===== config.mk =====
export PLATFORM = sky130hd
export DESIGN_NAME = thermostat_free_venting_fsm
export DESIGN_NICKNAME = d
export VERILOG_FILES = /design/src/hw/rtl/tfv_pkg.sv /design/src/hw/rtl/tfv_cfg.sv /design/src/hw/rtl/tfv_ctrl.sv /design/src/hw/rtl/thermostat_free_venting_fsm.sv
export SDC_FILE = /design/constraint.sdc
export NUM_CORES = 1
export LEC_CHECK = 0
export ABC_CLOCK_PERIOD_IN_PS = 7500
export BUFFER_PORTS_ARGS = -buffer_cell sky130_fd_sc_hd__buf_2
export CORE_MARGIN = 1.5
export CORE_UTILIZATION = 35
export DETAILED_ROUTE_END_ITERATION = 7
export PLACE_DENSITY_LB_ADDON = 0.2
export SKIP_CTS_REPAIR_TIMING = 1
export SLEW_MARGIN = 30
export SYNTH_ARGS = -nofsm -noshare
export SYNTH_HDL_FRONTEND = slang
export SYNTH_SLANG_ARGS = --single-unit

===== constraint.sdc =====
create_clock -name aclk -period 7.5 [get_ports aclk]
set_input_delay 0.375 -clock aclk [delete_from_list [all_inputs] [get_ports aclk]]
set_output_delay 0.375 -clock aclk [all_outputs]
set_load 0.01 [all_outputs]

===== src/hw/rtl/tfv_pkg.sv =====
`default_nettype none

package tfv_pkg;

    localparam int TEMP_WIDTH  = 12;
    localparam int DUTY_WIDTH  = 8;
    localparam int HYST_WIDTH  = 8;
    localparam int CFG_IDX_WIDTH  = 4;
    localparam int CFG_DATA_WIDTH = (TEMP_WIDTH > DUTY_WIDTH) ? TEMP_WIDTH : DUTY_WIDTH;
    // Wide enough that setpoint +/- hysteresis never wraps.
    localparam int BAND_WIDTH  = ((TEMP_WIDTH > HYST_WIDTH + 1) ? TEMP_WIDTH : HYST_WIDTH + 1) + 1;

    localparam logic [TEMP_WIDTH-1:0] SETPOINT_RESET   = TEMP_WIDTH'(220);
    localparam logic [HYST_WIDTH-1:0] HYSTERESIS_RESET = HYST_WIDTH'(5);
    localparam logic [DUTY_WIDTH-1:0] PELTIER_RESET    = DUTY_WIDTH'(255);
    localparam logic [DUTY_WIDTH-1:0] FAN_RESET        = DUTY_WIDTH'(255);

    typedef enum logic [CFG_IDX_WIDTH-1:0] {
        CFG_SETPOINT      = CFG_IDX_WIDTH'(0),
        CFG_HYSTERESIS    = CFG_IDX_WIDTH'(1),
        CFG_PELTIER_LEVEL = CFG_IDX_WIDTH'(2),
        CFG_FAN_LEVEL     = CFG_IDX_WIDTH'(3)
    } cfg_index_t;

    typedef enum logic [2:0] {
        MODE_IDLE  = 3'd0,
        MODE_HEAT  = 3'd1,
        MODE_COOL  = 3'd2,
        MODE_FHEAT = 3'd3,
        MODE_FCOOL = 3'd4
    } mode_t;

    typedef struct packed {
        logic signed [TEMP_WIDTH-1:0] setpoint;
        logic        [HYST_WIDTH-1:0] hysteresis;
        logic        [DUTY_WIDTH-1:0] peltier_level;
        logic        [DUTY_WIDTH-1:0] fan_level;
    } tfv_cfg_t;

    typedef struct packed {
        logic signed [TEMP_WIDTH-1:0] inside_temp;
        logic signed [TEMP_WIDTH-1:0] outside_temp;
        logic                         outside_ok;
        logic                         air_quality_vent;
        logic                         humidity_vent;
    } tfv_in_t;

    typedef struct packed {
        mode_t                  mode;
        logic [DUTY_WIDTH-1:0]  peltier_duty;
        logic [DUTY_WIDTH-1:0]  fan_duty;
        logic                   heat_polarity;
        logic                   heat_relay_on;
        logic                   cool_relay_on;
        logic                   flap_is_open;
        logic                   free_vent_active;
        logic                   override_active;
    } tfv_out_t;

endpackage

`default_nettype wire


===== src/hw/rtl/tfv_cfg.sv =====
`default_nettype none

module tfv_cfg (
    input  wire logic                                 aclk,
    input  wire logic                                 aresetn,
    input  wire logic                                 wr_en,
    input  wire logic [tfv_pkg::CFG_IDX_WIDTH-1:0]    wr_index,
    input  wire logic [tfv_pkg::CFG_DATA_WIDTH-1:0]   wr_data,
    output tfv_pkg::tfv_cfg_t                         cfg
);
    import tfv_pkg::*;

    tfv_cfg_t cfg_reg;
    tfv_cfg_t cfg_next;

    always_comb begin
        cfg_next = cfg_reg;
        if (wr_en) begin
            case (cfg_index_t'(wr_index))
                CFG_SETPOINT:      cfg_next.setpoint      = wr_data[TEMP_WIDTH-1:0];
                CFG_HYSTERESIS:    cfg_next.hysteresis    = wr_data[HYST_WIDTH-1:0];
                CFG_PELTIER_LEVEL: cfg_next.peltier_level = wr_data[DUTY_WIDTH-1:0];
                CFG_FAN_LEVEL:     cfg_next.fan_level     = wr_data[DUTY_WIDTH-1:0];
                default:           cfg_next = cfg_reg;
            endcase
        end
    end

    always_ff @(posedge aclk) begin
        if (!aresetn) begin
            cfg_reg.setpoint      <= SETPOINT_RESET;
            cfg_reg.hysteresis    <= HYSTERESIS_RESET;
            cfg_reg.peltier_level <= PELTIER_RESET;
            cfg_reg.fan_level     <= FAN_RESET;
        end else begin
            cfg_reg <= cfg_next;
        end
    end

    assign cfg = cfg_reg;

endmodule

`default_nettype wire


===== src/hw/rtl/tfv_ctrl.sv =====
`default_nettype none

module tfv_ctrl (
    input  wire logic        aclk,
    input  wire logic        aresetn,
    input  wire logic        advance,
    input  wire tfv_pkg::tfv_in_t  item,
    input  wire tfv_pkg::tfv_cfg_t cfg,
    output tfv_pkg::tfv_out_t result
);
    import tfv_pkg::*;

    mode_t                 mode_reg,     mode_next;
    logic                  prev_ovr_reg, prev_ovr_next;
    logic                  flap_reg,     flap_next;
    logic                  vent_reg,     vent_next;
    logic [DUTY_WIDTH-1:0] peltier_reg,  peltier_next;
    logic [DUTY_WIDTH-1:0] fan_reg,      fan_next;
    logic                  pol_reg,      pol_next;
    logic [1:0]            relay_reg,    relay_next;

    logic                        ovr;
    logic signed [BAND_WIDTH-1:0] inside_w;
    logic signed [BAND_WIDTH-1:0] band_lo;
    logic signed [BAND_WIDTH-1:0] band_hi;
    logic                        in_ge_sp, in_le_sp, out_gt_sp, out_lt_sp;
    logic                        out_ge_in, out_le_in;

    assign ovr      = item.air_quality_vent | item.humidity_vent;
    assign inside_w = BAND_WIDTH'(item.inside_temp);
    assign band_lo  = BAND_WIDTH'(cfg.setpoint) - $signed(BAND_WIDTH'(cfg.hysteresis));
    assign band_hi  = BAND_WIDTH'(cfg.setpoint) + $signed(BAND_WIDTH'(cfg.hysteresis));

    assign in_ge_sp  = item.inside_temp  >= cfg.setpoint;
    assign in_le_sp  = item.inside_temp  <= cfg.setpoint;
    assign out_gt_sp = item.outside_temp >  cfg.setpoint;
    assign out_lt_sp = item.outside_temp <  cfg.setpoint;
    assign out_ge_in = item.outside_temp >= item.inside_temp;
    assign out_le_in = item.outside_temp <= item.inside_temp;

    always_comb begin
        mode_next     = mode_reg;
        prev_ovr_next = prev_ovr_reg;
        flap_next     = flap_reg;
        vent_next     = vent_reg;
        peltier_next  = peltier_reg;
        fan_next      = fan_reg;
        pol_next      = pol_reg;
        relay_next    = relay_reg;

        if (ovr) begin
            if (!prev_ovr_reg) begin
                peltier_next  = '0;
                fan_next      = '0;
                relay_next    = 2'b00;
                vent_next     = 1'b0;
                mode_next     = MODE_IDLE;
                prev_ovr_next = 1'b1;
            end
        end else begin
            prev_ovr_next = 1'b0;
            case (mode_reg)
                MODE_HEAT: begin
                    if (in_ge_sp) begin
                        peltier_next = '0;
                        fan_next     = '0;
                        relay_next   = 2'b00;
                        mode_next    = MODE_IDLE;
                    end else if (item.outside_ok && out_gt_sp) begin
                        peltier_next = '0;
                        fan_next     = '0;
                        relay_next   = 2'b00;
                        flap_next    = 1'b1;
                        vent_next    = 1'b1;
                        mode_next    = MODE_FHEAT;
                    end
                end
                MODE_COOL: begin
                    if (in_le_sp) begin
                        peltier_next = '0;
                        fan_next     = '0;
                        relay_next   = 2'b00;
                        mode_next    = MODE_IDLE;
                    end else if (item.outside_ok && out_lt_sp) begin
                        peltier_next = '0;
                        fan_next     = '0;
                        relay_next   = 2'b00;
                        flap_next    = 1'b1;
                        vent_next    = 1'b1;
                        mode_next    = MODE_FCOOL;
                    end
                end
                MODE_FCOOL: begin
                    if (in_le_sp) begin
                        flap_next = 1'b0;
                        vent_next = 1'b0;
                        mode_next = MODE_IDLE;
                    end else if (!item.outside_ok || out_ge_in) begin
                        flap_next    = 1'b0;
                        vent_next    = 1'b0;
                        pol_next     = 1'b0;
                        peltier_next = cfg.peltier_level;
                        fan_next     = cfg.fan_level;
                        relay_next   = 2'b10;
                        mode_next    = MODE_COOL;
                    end
                end
                MODE_FHEAT: begin
                    if (in_ge_sp) begin
                        flap_next = 1'b0;
                        vent_next = 1'b0;
                        mode_next = MODE_IDLE;
                    end else if (!item.outside_ok || out_le_in) begin
                        flap_next    = 1'b0;
                        vent_next    = 1'b0;
                        pol_next     = 1'b1;
                        peltier_next = cfg.peltier_level;
                        fan_next     = cfg.fan_level;
                        relay_next   = 2'b01;
                        mode_next    = MODE_HEAT;
                    end
                end
                default: begin
                    // Idle, and any stray code behaves as idle.
                    if (inside_w <= band_lo) begin
                        if (item.outside_ok && out_gt_sp) begin
                            flap_next = 1'b1;
                            vent_next = 1'b1;
                            mode_next = MODE_FHEAT;
                        end else begin
                            pol_next     = 1'b1;
                            peltier_next = cfg.peltier_level;
                            fan_next     = cfg.fan_level;
                            relay_next   = 2'b01;
                            mode_next    = MODE_HEAT;
                        end
                    end else if (inside_w >= band_hi) begin
                        if (item.outside_ok && out_lt_sp) begin
                            flap_next = 1'b1;
                            vent_next = 1'b1;
                            mode_next = MODE_FCOOL;
                        end else begin
                            pol_next     = 1'b0;
                            peltier_next = cfg.peltier_level;
                            fan_next     = cfg.fan_level;
                            relay_next   = 2'b10;
                            mode_next    = MODE_COOL;
                        end
                    end
                end
            endcase
        end
    end

    always_ff @(posedge aclk) begin
        if (!aresetn) begin
            mode_reg     <= MODE_IDLE;
            prev_ovr_reg <= 1'b0;
            flap_reg     <= 1'b0;
            vent_reg     <= 1'b0;
            peltier_reg  <= '0;
            fan_reg      <= '0;
            pol_reg      <= 1'b0;
            relay_reg    <= 2'b00;
        end else if (advance) begin
            mode_reg     <= mode_next;
            prev_ovr_reg <= prev_ovr_next;
            flap_reg     <= flap_next;
            vent_reg     <= vent_next;
            peltier_reg  <= peltier_next;
            fan_reg      <= fan_next;
            pol_reg      <= pol_next;
            relay_reg    <= relay_next;
        end
    end

    always_comb begin
        result.mode             = mode_next;
        result.peltier_duty     = peltier_next;
        result.fan_duty         = fan_next;
        result.heat_polarity    = pol_next;
        result.heat_relay_on    = relay_next[0];
        result.cool_relay_on    = relay_next[1];
        result.flap_is_open     = flap_next;
        result.free_vent_active = vent_next;
        result.override_active  = ovr;
    end

endmodule

`default_nettype wire


===== src/hw/rtl/thermostat_free_venting_fsm.sv =====
// Five-mode thermostat with outside-air economizer. Each transfer on the s_
// channel is one evaluation tick (inside and outside temperature in signed
// tenths of a degree, outside sensor health, two venting overrides) and yields
// exactly one transfer on the m_ channel with the mode and actuator commands
// after that tick. The block sustains one tick per clock cycle while the
// consumer keeps m_ready high; each tick passes through the input register
// and then the result register, around the combinational mode update.
// Setpoint,
// hysteresis and the start duties are written through the cfg_ port, which
// is always ready; write it only while no tick is in flight. Reset restores
// setpoint 22.0, hysteresis 0.5, full duties and idle with all drives off.
`default_nettype none

module thermostat_free_venting_fsm (
    input  wire logic                                aclk,
    input  wire logic                                aresetn,

    input  wire logic                                s_valid,
    output      logic                                s_ready,
    input  wire tfv_pkg::tfv_in_t                    s_data,

    output      logic                                m_valid,
    input  wire logic                                m_ready,
    output tfv_pkg::tfv_out_t                        m_data,

    input  wire logic                                cfg_valid,
    output      logic                                cfg_ready,
    input  wire logic [tfv_pkg::CFG_IDX_WIDTH-1:0]   cfg_index,
    input  wire logic [tfv_pkg::CFG_DATA_WIDTH-1:0]  cfg_data
);
    import tfv_pkg::*;

    tfv_cfg_t cfg;
    tfv_out_t result;

    // Input stage: hold one tick until the result register can take it.
    logic     in_valid_reg;
    tfv_in_t  in_data_reg;
    // Result stage: hold one result until the consumer takes it.
    logic     out_valid_reg;
    tfv_out_t out_data_reg;

    logic advance;
    logic s_xfer;

    // Advance the input stage whenever the result slot is free or drains now.
    assign advance = in_valid_reg && (!out_valid_reg || m_ready);
    assign s_ready = !in_valid_reg || advance;
    assign s_xfer  = s_valid && s_ready;

    assign cfg_ready = 1'b1;

    tfv_cfg u_cfg (
        .aclk     (aclk),
        .aresetn  (aresetn),
        .wr_en    (cfg_valid),
        .wr_index (cfg_index),
        .wr_data  (cfg_data),
        .cfg      (cfg)
    );

    tfv_ctrl u_ctrl (
        .aclk     (aclk),
        .aresetn  (aresetn),
        .advance  (advance),
        .item     (in_data_reg),
        .cfg      (cfg),
        .result   (result)
    );

    always_ff @(posedge aclk) begin
        if (!aresetn) begin
            in_valid_reg <= 1'b0;
        end else if (s_ready) begin
            in_valid_reg <= s_valid;
        end
    end

    // Capture payload only on a transfer; it needs no reset.
    always_ff @(posedge aclk) begin
        if (s_xfer) begin
            in_data_reg <= s_data;
        end
    end

    always_ff @(posedge aclk) begin
        if (!aresetn) begin
            out_valid_reg <= 1'b0;
        end else if (advance) begin
            out_valid_reg <= 1'b1;
        end else if (m_ready) begin
            out_valid_reg <= 1'b0;
        end
    end

    always_ff @(posedge aclk) begin
        if (advance) begin
            out_data_reg <= result;
        end
    end

    assign m_valid = out_valid_reg;
    assign m_data  = out_data_reg;

endmodule

`default_nettype wire

# [After elaboration in Yosys (flattened, before gate mapping)]
# Cells that the tools add are included.
[word_totals] reg_bits=115 output_inout_bits=28
[classes] addsub=2 order_cmp=8 eq_ne=7 n_mux=98 n_bitwise=1 n_reduce_logical=18
[op_table] operator="two-way mux 8 bit" count=28
[op_table] operator="one-hot mux 8 bit (4 select lines)" count=2
[op_table] operator="two-way mux 3 bit" count=13
[op_table] operator="two-way mux 1 bit" count=35
[op_table] operator="two-way mux 2 bit" count=15
[op_table] operator=">= comparator 12 bit" count=2
[op_table] operator="<= comparator 12 bit" count=2
[op_table] operator="adder 12 x 9 -> 13 bit" count=1
[op_table] operator=">= comparator 12 x 13 -> 1 bit" count=1
[op_table] operator="<= comparator 12 x 13 -> 1 bit" count=1
[op_table] operator="subtractor 12 x 9 -> 13 bit" count=1
[op_table] operator="greater-than comparator 12 bit" count=1
[op_table] operator="less-than comparator 12 bit" count=1
[op_table] operator="one-hot mux 3 bit (4 select lines)" count=1
[op_table] operator="== test 4 x 2 -> 1 bit, second input constant" count=2
[op_table] operator="one-hot mux 1 bit (4 select lines)" count=2
[op_table] operator="one-hot mux 2 bit (4 select lines)" count=1
[op_table] operator="AND reduction 2 bit" count=4
[op_table] operator="== test 3 x 2 -> 1 bit, second input constant" count=2
[op_table] operator="== test 4 x 1 -> 1 bit, second input constant" count=1
[op_table] operator="logical AND 1 bit" count=4
[op_table] operator="zero test 4 bit" count=1
[op_table] operator="logical OR 1 bit" count=4
[op_table] operator="== test 3 x 1 -> 1 bit, second input constant" count=1
[op_table] operator="6 further kinds" count=8

# [Depth between registers and ports, before layout]
[logic_depth] word_depth=7 mapped_depth=23

# [Modules after synthesis]
# A second synthesis with hierarchy kept.
[hier_totals] cells_unflattened=695 area_unflattened_um2=7009.2
[by_module_without_submodules] module="tfv_ctrl" n_inst=1 cells_per_inst=478 area_per_inst_um2=3827.4 seq_area_each_um2=500.5
[by_module_without_submodules] module="thermostat_free_venting_fsm" n_inst=1 cells_per_inst=63 area_per_inst_um2=1676.6 seq_area_each_um2=1601.5
[by_module_without_submodules] module="tfv_cfg" n_inst=1 cells_per_inst=154 area_per_inst_um2=1505.2 seq_area_each_um2=720.7

# [Least setup slack after synthesis]
# No wires, ideal clock.
[synth_path] kind="register to register" start="register u_cfg.cfg_reg, in the netlist u_cfg.cfg[18]" end="register out_data_reg, in the netlist m_data[13], data pin" arrival_time_ns=4.698 required_time_ns=7.243 slack_ns=2.546 stages_incl_launch_ff=23 n_path_buf=1 period_less_slack_ns=4.954 cell_sequence="dfxtp_1 -> inv_1 -> ha_1 -> nor2b_1 -> o21ai_0 -> a21oi_1 -> o21ai_0 -> nand2b_1 -> a21o_1 -> a21o_1 -> nor3_1 -> a21oi_1 -> ha_1 -> nand4_1 -> or3_1 -> o221ai_1 -> mux2_4 -> o21bai_1 -> and3_4 -> o41ai_4 -> nand2_2 -> buf_2 -> a32o_1"
[synth_rtl] item="start, declared" line="tfv_cfg.sv:13" source="tfv_cfg_t cfg_reg;"
[synth_rtl] item="start signal, assigned" line="tfv_cfg.sv:36" source="cfg_reg <= cfg_next;"
[synth_rtl] item="end signal, assigned" line="thermostat_free_venting_fsm.sv:98" source="out_data_reg <= result;"
[synth_rtl] item="end, declared" line="thermostat_free_venting_fsm.sv:41" source="tfv_out_t out_data_reg;"

==> flow_metrics.tcl <==
set metrics [dict create \
    status "finished, final reports clean" \
    io_buffers 74 \
    ys_warn_count 0 \
    die_h_um 142 \
    end_kind "flop" \
    core-area_um2 18900 \
    grt_pass1_wl_um 28400 \
    avgSynthCellArea_um2 9.68 \
    finalHoldViolations 0 \
    cts.clk_slew.worst_paths_ns 0.06 \
    syn_inst 702 \
    drc 0 \
    fin_skew_ns 0.00840 \
    numClockSinks 115 \
    clockBufferDepth 2 \
    num-nets-final 906 \
    hold_path_class "input port to flop" \
    critPathArrivalTime_ns 5.65 \
    tightest_slew_ns 0.919 \
    antenna_found_initial 0 \
    dieArea_um2 20300 \
    synth_area_leaders "edfxtp_1 (23%), dfxtp_1 (19%), ha_1 (14%), nand2_1 (4.5%), inv_1 (3.4%)" \
    clockRootBuffer "clkbuf_16" \
    syn-cell-area_um2 6790 \
    ant_nets 0 \
    cts_made_buffers 17 \
    grt_max_degree 30 \
    setup_violations 0 \
    path_max_fanout 16 \
    clkLatencyLatePin_ns 0.42 \
    first_global_vias 5556 \
    drive_gt1_share_pct 16.3 \
    die_w_um 142 \
    cts_tree "yes" \
    async_reset_ff_share_pct 0 \
    fin_crit_ns 5.48 \
    start_util_pct 36.0 \
    wirelength_um 17500 \
    synth_edf_count 52 \
    path_class "flop to flop" \
    final_cell_mix "nand2_1 (81), ha_1 (78), buf_2 (74)" \
    ys_seq_elements 115 \
    p_total_mw 1.78 \
    ys_types 69 \
    syn_to_final_growth_pct 18.7 \
    final_common_cell "nand2_1" \
    crit_start "u_cfg.cfg[17]" \
    grt_overflow 0 \
    tns_ns 0 \
    cap_viol_max_count 0 \
    ios 76 \
    rows 50 \
    yosys_most_used_dff "dfxtp_1" \
    grt_use_total_pct 18.0 \
    synth_nets 830 \
    largest_reg_flops 36 \
    r2r_start "u_cfg.cfg[17]" \
    drt-vias-per-instance 5.27 \
    htreeDepth 4 \
    crit_path_start_kind "flop" \
    ir_drop_uv 154 \
    fmax_mhz 183 \
    dpl.hpwl_um 13200 \
    wl_per_cell_um 16.7 \
    first_iter_violations 355 \
    hold_start "s_data[18]" \
    synth_top_cell_by_area "edfxtp_1" \
    route.vias.total 5534 \
    ys_seq_area_share_pct 41.5 \
    antennaDiodeCount 0 \
    leakage_nw 3.41 \
    power_density_nw_per_um2 220 \
    rsz0062_at_grt "false" \
    slew_headroom_pct 38.6 \
    maxSlewViolCount 0 \
    first_pass_iters 5 \
    finalWeightedCongestion 0.869 \
    synth_top_area_share_pct 23.0 \
    worstPathRequired_ns 7.67 \
    period_share_pct 73.0 \
]
## power by group
part           switching [mW]  total, mW  leakage [nW]  internal [mW]
sequential             0.0197      0.704          1.01          0.684
clock                   0.340      0.846         0.300          0.506
combinational           0.134      0.225          2.09         0.0903
total                   0.494       1.78          3.41           1.28
## routing by layer
metal | wire length [um] | up-vias | global-route usage, % | share of wire (%)
met5 | 0 | - | 0 | 0
met4 | 456 | 0 | 7.05 | 2.6
met3 | 803 | 33 | 4.00 | 4.6
met2 | 8140 | 169 | 29.1 | 46
met1 | 8130 | 2606 | 23.5 | 46
li1 | - | 2726 | - | -
## synth_stat cells, types with 15 or more instances
library cell	instances
a32o_1	17
a22o_1	15
xnor2_1	17
edfxtp_1	52
o21ai_0	25
clkbuf_1	16
inv_1	62
nand2_1	81
ha_1	78
nand3_1	35
dfxtp_1	63
nor2_1	35
a21oi_1	39
## worst max-delay path, cell delays in order, from the launching register on
cell and delay (ns):
dfxtp_1 0.42, inv_1 0.11, ha_1 0.31, nor2b_1 0.13, o21ai_0 0.22, a21oi_1 0.12
o21ai_0 0.22, a21boi_0 0.12, o21ai_0 0.20, a21boi_0 0.15, nor3_1 0.23, xnor2_1 0.09
ha_1 0.29, nand4_1 0.13, or3_1 0.39, o221ai_1 0.24, mux2_4 0.38, o21bai_1 0.21
and3_4 0.23, o41ai_4 0.41, nand2_2 0.30, a32o_1 0.30
## logic make-up (layout without fill, tap and decap cells)
logic type / count (synthesis) / count (layout) / share of synthesized area, %
AOI/OAI and AO/OA: 183 / 183 / 19.6
xor gates and xnor gates: 19 / 19 / 2.45
adders and majority gates: 80 / 80 / 15.0
buffers and inverters: 83 / 172 / 4.70
DFF: 115 / 115 / 41.5
muxes: 12 / 12 / 1.92
other: 1 / 1 / 0.0552
and+or+nand+nor: 209 / 209 / 14.8
## through the flow
stage	cell area, um2	instances	hold WS [ns]	utilization, %	setup slack [ns]
detailed placement	7450	1019	0.456	39.5	2.08
global placement	7440	1019	0.456	39.4	2.07
global route	8060	1051	0.106	42.7	1.58
finish	8060	1051	0.121	42.7	2.02
CTS	8060	1051	0.104	42.7	2.03
floorplan	6790	702	0.443	-	2.55
## area by class of cell
class                           count  area, um2
Fill cell                        1857      10800
Multi-Input combinational cell    504       3680
Sequential cell                   115       2820
Clock buffer                       17        425
Timing Repair Buffer               77        393
Tap cell                          260        325
Inverter                           63        236
Clock inverter                     15        183
## final timing paths
check | endpoint | slack (ns) | cells past startpoint
hold reg to reg | u_ctrl.vent_reg | 0.47 | 2
setup / recovery | m_data[20] | 2.02 | 21
setup reg to reg | m_data[20] | 2.02 | 21
hold / removal | in_data_reg[18] | 0.12 | 1
(Power assumes the default switching activity.)
